`config.mk`:
```
export PLATFORM = sky130hd
export DESIGN_NAME = drp_prep
export DESIGN_NICKNAME = d
export VERILOG_FILES = /design/src/rtl/core/drp_pkg.sv /design/src/rtl/core/drp_prep.sv
export SDC_FILE = /design/constraint.sdc
export NUM_CORES = 2
export LEC_CHECK = 0
export BUFFER_PORTS_ARGS = -buffer_cell sky130_fd_sc_hd__buf_2
export CORE_AREA = 3 3 415 417
export DETAILED_ROUTE_END_ITERATION = 12
export DIE_AREA = 0 0 418 420
export PLACE_DENSITY_LB_ADDON = 0.1
export SLEW_MARGIN = 0
export SYNTH_ARGS = -nofsm -noshare
export SYNTH_HDL_FRONTEND = slang
export SYNTH_SLANG_ARGS = --single-unit
export TNS_END_PERCENT = 100
```
`constraint.sdc`:
```
create_clock -name clk -period 25.7 [get_ports clk]
set_input_delay 3.855 -clock clk [delete_from_list [all_inputs] [get_ports clk]]
set_output_delay 3.855 -clock clk [all_outputs]
set_load 0.02 [all_outputs]
```
`src/rtl/core/drp_pkg.sv`:
```
// ----------------------------------------------------------------------------
// drp_pkg
// shared types, widths and register codes for the disparity reprojection core
// ----------------------------------------------------------------------------
`default_nettype none

package drp_pkg;

  localparam int DISP_W  = 16;
  localparam int PIX_W   = 12;
  localparam int FOC_W   = 20;
  localparam int BASE_W  = 18;
  localparam int COORD_W = 32;
  localparam int CFG_W   = 20;
  localparam int IDX_W   = 3;

  localparam int DISP_FRAC_BITS = 4;
  localparam int PIX_FRAC_BITS  = 8;

  localparam int DDEN_W = DISP_W + DISP_FRAC_BITS;
  localparam int OFF_W  = PIX_W + PIX_FRAC_BITS;
  localparam int BMAG_W = BASE_W;
  localparam int ZMAG_W = FOC_W + BMAG_W;
  localparam int NUM_W  = OFF_W + ZMAG_W;
  localparam int DEN_W  = DDEN_W + FOC_W;
  localparam int QUO_W  = COORD_W - 1;
  localparam int WIDE_W = DEN_W + QUO_W;

  localparam logic [IDX_W-1:0] REG_FOCAL_X  = 3'd0;
  localparam logic [IDX_W-1:0] REG_FOCAL_Y  = 3'd1;
  localparam logic [IDX_W-1:0] REG_CENTER_X = 3'd2;
  localparam logic [IDX_W-1:0] REG_CENTER_Y = 3'd3;
  localparam logic [IDX_W-1:0] REG_BASELINE = 3'd4;

  localparam logic [FOC_W-1:0]  FOCAL_X_RST  = 20'd179200;
  localparam logic [FOC_W-1:0]  FOCAL_Y_RST  = 20'd179200;
  localparam logic [FOC_W-1:0]  CENTER_X_RST = 20'd163840;
  localparam logic [FOC_W-1:0]  CENTER_Y_RST = 20'd92160;
  localparam logic [BASE_W-1:0] BASELINE_RST = 18'd7864;

  localparam logic [COORD_W-1:0] SAT_POS = 32'h7FFF_FFFF;
  localparam logic [COORD_W-1:0] SAT_NEG = 32'h8000_0000;

  typedef enum logic [1:0] {
    MODE_DIV,
    MODE_ZERO,
    MODE_SAT
  } res_mode_t;

  typedef struct packed {
    logic [FOC_W-1:0]  focal_x;
    logic [FOC_W-1:0]  focal_y;
    logic [FOC_W-1:0]  center_x;
    logic [FOC_W-1:0]  center_y;
    logic [BASE_W-1:0] baseline;
  } drp_cfg_t;

  typedef struct packed {
    logic [NUM_W-1:0] num;
    logic [DEN_W-1:0] den;
    res_mode_t        mode;
    logic             neg;
  } drp_op_t;

endpackage

`default_nettype wire

```
`src/rtl/core/drp_prep.sv`:
```
// ----------------------------------------------------------------------------
// drp_prep
// three-stage operand builder: offsets, depth products, y numerator/denominator
// ----------------------------------------------------------------------------
`default_nettype none

module drp_prep (
  input  wire logic                        clk,
  input  wire logic                        rst,
  input  wire logic                        advance,
  input  wire logic                        in_valid,
  input  wire logic [drp_pkg::DISP_W-1:0]  disparity,
  input  wire logic [drp_pkg::PIX_W-1:0]   column,
  input  wire logic [drp_pkg::PIX_W-1:0]   row,
  input  wire drp_pkg::drp_cfg_t           cfg,
  output logic                             out_valid,
  output drp_pkg::drp_op_t                 op_x,
  output drp_pkg::drp_op_t                 op_y,
  output drp_pkg::drp_op_t                 op_z
);
  import drp_pkg::*;

  logic              v1, v2;
  logic [DDEN_W-1:0] dden1, dden2;
  logic [OFF_W-1:0]  xoff1, yoff1, yoff2;
  logic              xneg1, yneg1, xneg2, yneg2, bneg1, bneg2;
  logic [BMAG_W-1:0] bmag1;
  logic [ZMAG_W-1:0] zmag2, xprod2;

  logic [OFF_W-1:0]  px, py;
  logic [BMAG_W-1:0] bmag;
  logic [NUM_W-1:0]  ymag;
  logic [DEN_W-1:0]  yden;

  // stage 1: pixel offsets and baseline magnitude
  always_comb begin
    px   = {column, PIX_FRAC_BITS'(0)};
    py   = {row, PIX_FRAC_BITS'(0)};
    bmag = cfg.baseline[BASE_W-1] ? BMAG_W'(~cfg.baseline + 1'b1) : cfg.baseline;
  end

  always_ff @(posedge clk) begin
    if (rst) begin
      v1 <= 1'b0;
      v2 <= 1'b0;
      out_valid <= 1'b0;
    end else if (advance) begin
      v1 <= in_valid && (disparity != '0);
      v2 <= v1;
      out_valid <= v2;
    end
  end

  always_ff @(posedge clk) begin
    if (advance) begin
      dden1 <= {disparity, DISP_FRAC_BITS'(0)};
      xneg1 <= px < cfg.center_x;
      xoff1 <= (px >= cfg.center_x) ? px - cfg.center_x : cfg.center_x - px;
      yneg1 <= py < cfg.center_y;
      yoff1 <= (py >= cfg.center_y) ? py - cfg.center_y : cfg.center_y - py;
      bmag1 <= bmag;
      bneg1 <= cfg.baseline[BASE_W-1];
    end
  end

  // stage 2: depth and x products
  always_ff @(posedge clk) begin
    if (advance) begin
      zmag2  <= ZMAG_W'(cfg.focal_x) * ZMAG_W'(bmag1);
      xprod2 <= ZMAG_W'(xoff1) * ZMAG_W'(bmag1);
      dden2  <= dden1;
      yoff2  <= yoff1;
      yneg2  <= yneg1;
      xneg2  <= xneg1;
      bneg2  <= bneg1;
    end
  end

  // stage 3: y numerator and denominator
  always_comb begin
    ymag = NUM_W'(yoff2) * NUM_W'(zmag2);
    yden = DEN_W'(dden2) * DEN_W'(cfg.focal_y);
  end

  always_ff @(posedge clk) begin
    if (advance) begin
      op_z.num  <= NUM_W'(zmag2);
      op_z.den  <= DEN_W'(dden2);
      op_z.mode <= MODE_DIV;
      op_z.neg  <= bneg2;

      op_x.num  <= NUM_W'(xprod2);
      op_x.den  <= DEN_W'(dden2);
      op_x.mode <= (cfg.focal_x == '0) ? MODE_ZERO : MODE_DIV;
      op_x.neg  <= xneg2 ^ bneg2;

      op_y.num  <= ymag;
      op_y.den  <= yden;
      op_y.neg  <= yneg2 ^ bneg2;
      if (cfg.focal_y != '0) begin
        op_y.mode <= MODE_DIV;
      end else if (ymag == '0) begin
        op_y.mode <= MODE_ZERO;
      end else begin
        op_y.mode <= MODE_SAT;
      end
    end
  end

endmodule

`default_nettype wire

```
* Yosys cells after proc, flatten, opt, wreduce, memory -nomap -nowiden
Cells that the tools add are included.
** Storage, ports and cells
- Register bits :: 388
- Input port bits :: 142
- Output and inout bits :: 304
- Word-level logic and storage cells :: 54
** Operators by class
- Add/subtract/negate cells :: 5
- Multiply operators :: 4
- Magnitude comparators :: 4
- Mux-type cells :: 5
- Bitwise gates (word level) :: 3
- Reductions and logical operators :: 5
** Operators with widths (number)
- subtractor 20 bit :: 4
- multiplier 20 x 18 -> 38 bit :: 2
- logical NOT 58 bit :: 1
- multiplier 20 x 38 -> 58 bit :: 1
- greater-or-equal comparator 20 bit :: 2
- less-than comparator 20 bit :: 2
- two-way mux 20 bit :: 2
- multiplier 16 x 20 -> 36 bit :: 1
- logical NOT 20 bit :: 1
- nonzero test 20 bit :: 1
- adder 18 x 1 -> 18 bit (second input constant) :: 1
- inverter 18 bit :: 1
- two-way mux 17 bit :: 1
- nonzero test 16 bit :: 1
- two-way mux 2 bit :: 1
- XOR 1 bit :: 2
- logical AND 1 bit :: 1
- two-way mux 1 bit :: 1

* Logic depth before layout (Yosys ltp)
- Depth after elaboration :: 3
- Gate-level depth with buffers :: 31

* Worst setup path before layout
OpenSTA, ideal clock, no wires.
- Path kind :: input to register
- From :: in cfg[68] (netlist name)
- To :: reg op_y[41] (netlist name), data pin
- Setup time :: 0.258 ns
- Arrival time :: 10.283 ns
- Data required time :: 25.442 ns
- Setup slack :: 15.160 ns
- Stages :: 24
- Buffers on the path :: 2
- Path through :: clkbuf_1 > clkbuf_1 > nand2_1 > fa_1 > inv_1 > fa_1 > inv_1 > fa_1 > fa_1 > inv_1 > fa_1 > inv_1 > fa_1 > inv_1 > ha_1 > and3_1 > a2111oi_0 > o31ai_1 > a221oi_1 > o21ai_0 > a311o_1 > a221o_1 > a21oi_1 > xnor2_1
** On the way
- Cells in the longest elaborated chain, start to end :: 1
** RTL lines
- from (decl) :: RTL line drp_prep.sv:15 : input wire drp_pkg::drp_cfg_t cfg,
- multiplier 16 x 20 -> 36 bit :: RTL line drp_prep.sv:82 : yden = DEN_W'(dden2) * DEN_W'(cfg.focal_y);
- net yden[38] :: RTL line drp_prep.sv:33 : logic [DEN_W-1:0] yden;
- to (decl) :: RTL line drp_prep.sv:18 : output drp_pkg::drp_op_t op_y,
The timed path passes the listed nets, and every way through them passes these cells.
A chain may end at the register's enable or synchronous reset.

* Final worst setup path
- From :: reg yoff2[6]
- To :: reg op_y[1] (netlist name), data pin
** On the way
- Cells in the longest elaborated chain, start to end :: 3
** RTL lines
- from (decl) :: RTL line drp_prep.sv:25 : logic [OFF_W-1:0] xoff1, yoff1, yoff2;
- from (signal assigned) :: RTL line drp_prep.sv:72 : yoff2 <= yoff1;
- multiplier 20 x 38 -> 58 bit :: RTL line drp_prep.sv:81 : ymag = NUM_W'(yoff2) * NUM_W'(zmag2);
- net ymag[43] :: RTL line drp_prep.sv:32 : logic [NUM_W-1:0] ymag;
- logical NOT 58 bit :: RTL line drp_prep.sv:102 : end else if (ymag == '0) begin
- two-way mux 2 bit :: RTL line drp_prep.sv:102
The timed path passes the listed nets, and every way through them passes these cells.

==> run metrics <==
status finished, final reports clean; relative slew slack 0.209; crit path kind flop to flop; drt first pass iters 6; Final GP Congestion 0.854; Tot GR Track Use 0.230; HPWL Detailed 147000 µm; number of global-route vias before repair 54.3k; Initial DRC Count 3006; final setup fails 0; fillers 16.4k; Hold WS 0.411 ns; Warnings, synthesis 0; setup ws final 14.76 ns; number of buffers added on ports 350; RSZ-0062 raised after global routing false; number of synthesized flops with an enable pin 384; dpl ws 14.31 ns; DIE AREA 0.176 mm²; ys async rst share 0; pins over their slew limit 0; Routed wire per std cell 19.9 µm; Arr. time, crit path 11.40 ns; Synth Register Bits 387; CP Max Fanout 38; Initial Util 0.428; post-route ant nets 0; Cell Area, Synth 0.0724 mm²; CP Data Required Time 26.16 ns; num rows 151; Num CTS Buffers 50; Mean Syn Cell Area 9.59 µm²; # Max-Cap Violations 0; fraction of layout cells with a size suffix above 1 0.0720; Seq/Total Area, Yosys 0.160; top-level port count 446; clk_lat worst skew 0.70 ns; setup_tns 0 ns; FMAX 0.0914 GHz; Die W 418 µm; DRC Markers 0; Die Y-Extent 420 µm; via count 50.3k; Synth Instances 7554; gr ovfl total 0; CP Launch Type flop; Setup Buffers After CTS 0; hold_buf cts 0; worst clock skew 0.0393 ns; Layout area overhead 6.80%; root buffer cell clkbuf_16; drt total wl 197000 µm; post-CTS sizing 0; final hold vios 0; Max Root-Sink Buffers 3; Tcrit/Tclk final 0.426; Least-Margin Pin Slew 1.19 ns; ys flop type edfxtp_1; CORE AREA 0.169 mm²; clock sink count 387; Worst-path clk slew 0.06 ns; H-tree Lvls 2; synth unique cells 83; vias per cell 5.08; largest net degree at the start of global routing 88; Period minus WS final 10.94 ns; crit end category flop; initial antenna violation count 10; CTS tree yes; first-pass GRT wire length 312000 µm; nets 9813; Hold Path Class flop to flop
==> routing by layer <==
metal  up-vias  track usage  wire [µm]  part of all wire
met2      1327        0.381      94300              0.48
met3       252       0.0270      10300             0.052
met4         0       0.0773       7110             0.036
li1      22600            -          -                 -
met5         -            0          0                 0
met1     26200        0.315      85800              0.43
==> cells by family after synthesis <==
kind of cell,share of synthesized area
AO/OA/AOI/OAI,0.0441
XOR/XNOR,0.0241
adder cells (fa/ha/maj),0.501
buffers and inverters,0.118
flip-flops,0.160
multiplexers,0.00261
other,0.0000518
AND/OR/NAND/NOR,0.150
==> sequential cells by signal, summed over array words and instances, names as in the netlist <==
signal and flops:
op_y 97, op_z 55, op_x 40, xprod2 38, zmag2 38, xoff1 20, yoff1 20, yoff2 20
bmag1 18, dden1 16, dden2 16, bneg1 1, bneg2 1, out_valid 1, v1 1, v2 1
xneg1 1, xneg2 1, yneg1 1, yneg2 1
==> synth_stat cells, types with 39 or more instances <==
library cell,n,area [µm²]
nor2_1,117,439
nand3_1,39,195
nand2_1,1233,4630
fa_1,1472,29500
edfxtp_1,384,11500
buf_4,112,841
nor3_1,39,195
inv_1,1675,6290
o21ai_0,79,395
a21oi_1,162,811
clkbuf_1,367,1380
and2_1,690,4320
ha_1,547,6840
xnor2_1,146,1280
xor2_1,53,464
a21o_1,55,413
==> final cells by class <==
class                      count  area, µm²  share of cell area
multi-input combinational   5093      52600               0.680
sequential                   387      11600               0.150
inverter                    1675       6290              0.0813
tap                         2218       2780              0.0359
timing repair buffer         445       2470              0.0320
clock buffer                  63       1320              0.0171
clock inverter                29        260             0.00336
antenna                        2       5.00           0.0000647
==> placed cells by master, fill, tap and decap left out, types with 17 or more instances in the layout <==
cell	instances
inv_1	1675
fa_1	1472
nand2_1	1233
and2_1	690
ha_1	547
edfxtp_1	384
buf_2	349
a21oi_1	162
xnor2_1	146
nor2_1	117
conb_1	95
buf_4	95
o21ai_0	79
a21o_1	55
xor2_1	53
clkbuf_16	50
nand3_1	39
nor3_1	39
and3_1	27
o21a_1	24
nor2b_1	22
o21bai_1	20
nor4_1	18
a211oi_1	17
or3_1	17
==> through the flow <==
stage	utilization	instances	cell area, µm²
finish	0.457	9912	77300
global route	0.457	9911	77300
CTS	0.457	9910	77300
detailed placement	0.448	9818	75800
global placement	0.448	9818	75800
floorplan	-	7648	72800
==> worst max-delay path, stage by stage, from the launching register on <==
cell and delay (ns):
edfxtp_1 0.32, buf_4 0.54, nand2_1 0.18, fa_1 0.53, fa_1 0.52, fa_1 0.51, inv_1 0.06, fa_1 0.55
fa_1 0.43, fa_1 0.54, inv_1 0.07, fa_1 0.48, inv_1 0.04, ha_1 0.47, and4_1 0.34, and3_1 0.18
nand3_1 0.17, a2111oi_0 0.98, nor3_1 0.30, nor3_1 0.98, nor2_1 0.14, xnor2_1 0.21, or4_1 0.59, or4_1 0.63
or4_4 0.57, nor4_2 0.33
==> worst paths after layout <==
check / from / endpoint / slack [ns] / depth (start not counted)
max reg2reg: yoff2[6] / op_y[1] / 14.76 / 25
min: xprod2[1] / op_x[44] / 0.41 / 0
min reg2reg: xprod2[1] / op_x[44] / 0.41 / 0
max: yoff2[6] / op_y[1] / 14.76 / 25
Power is not shown: default switching activity piles up to over one toggle a cycle in this logic, so the estimate is an artifact.
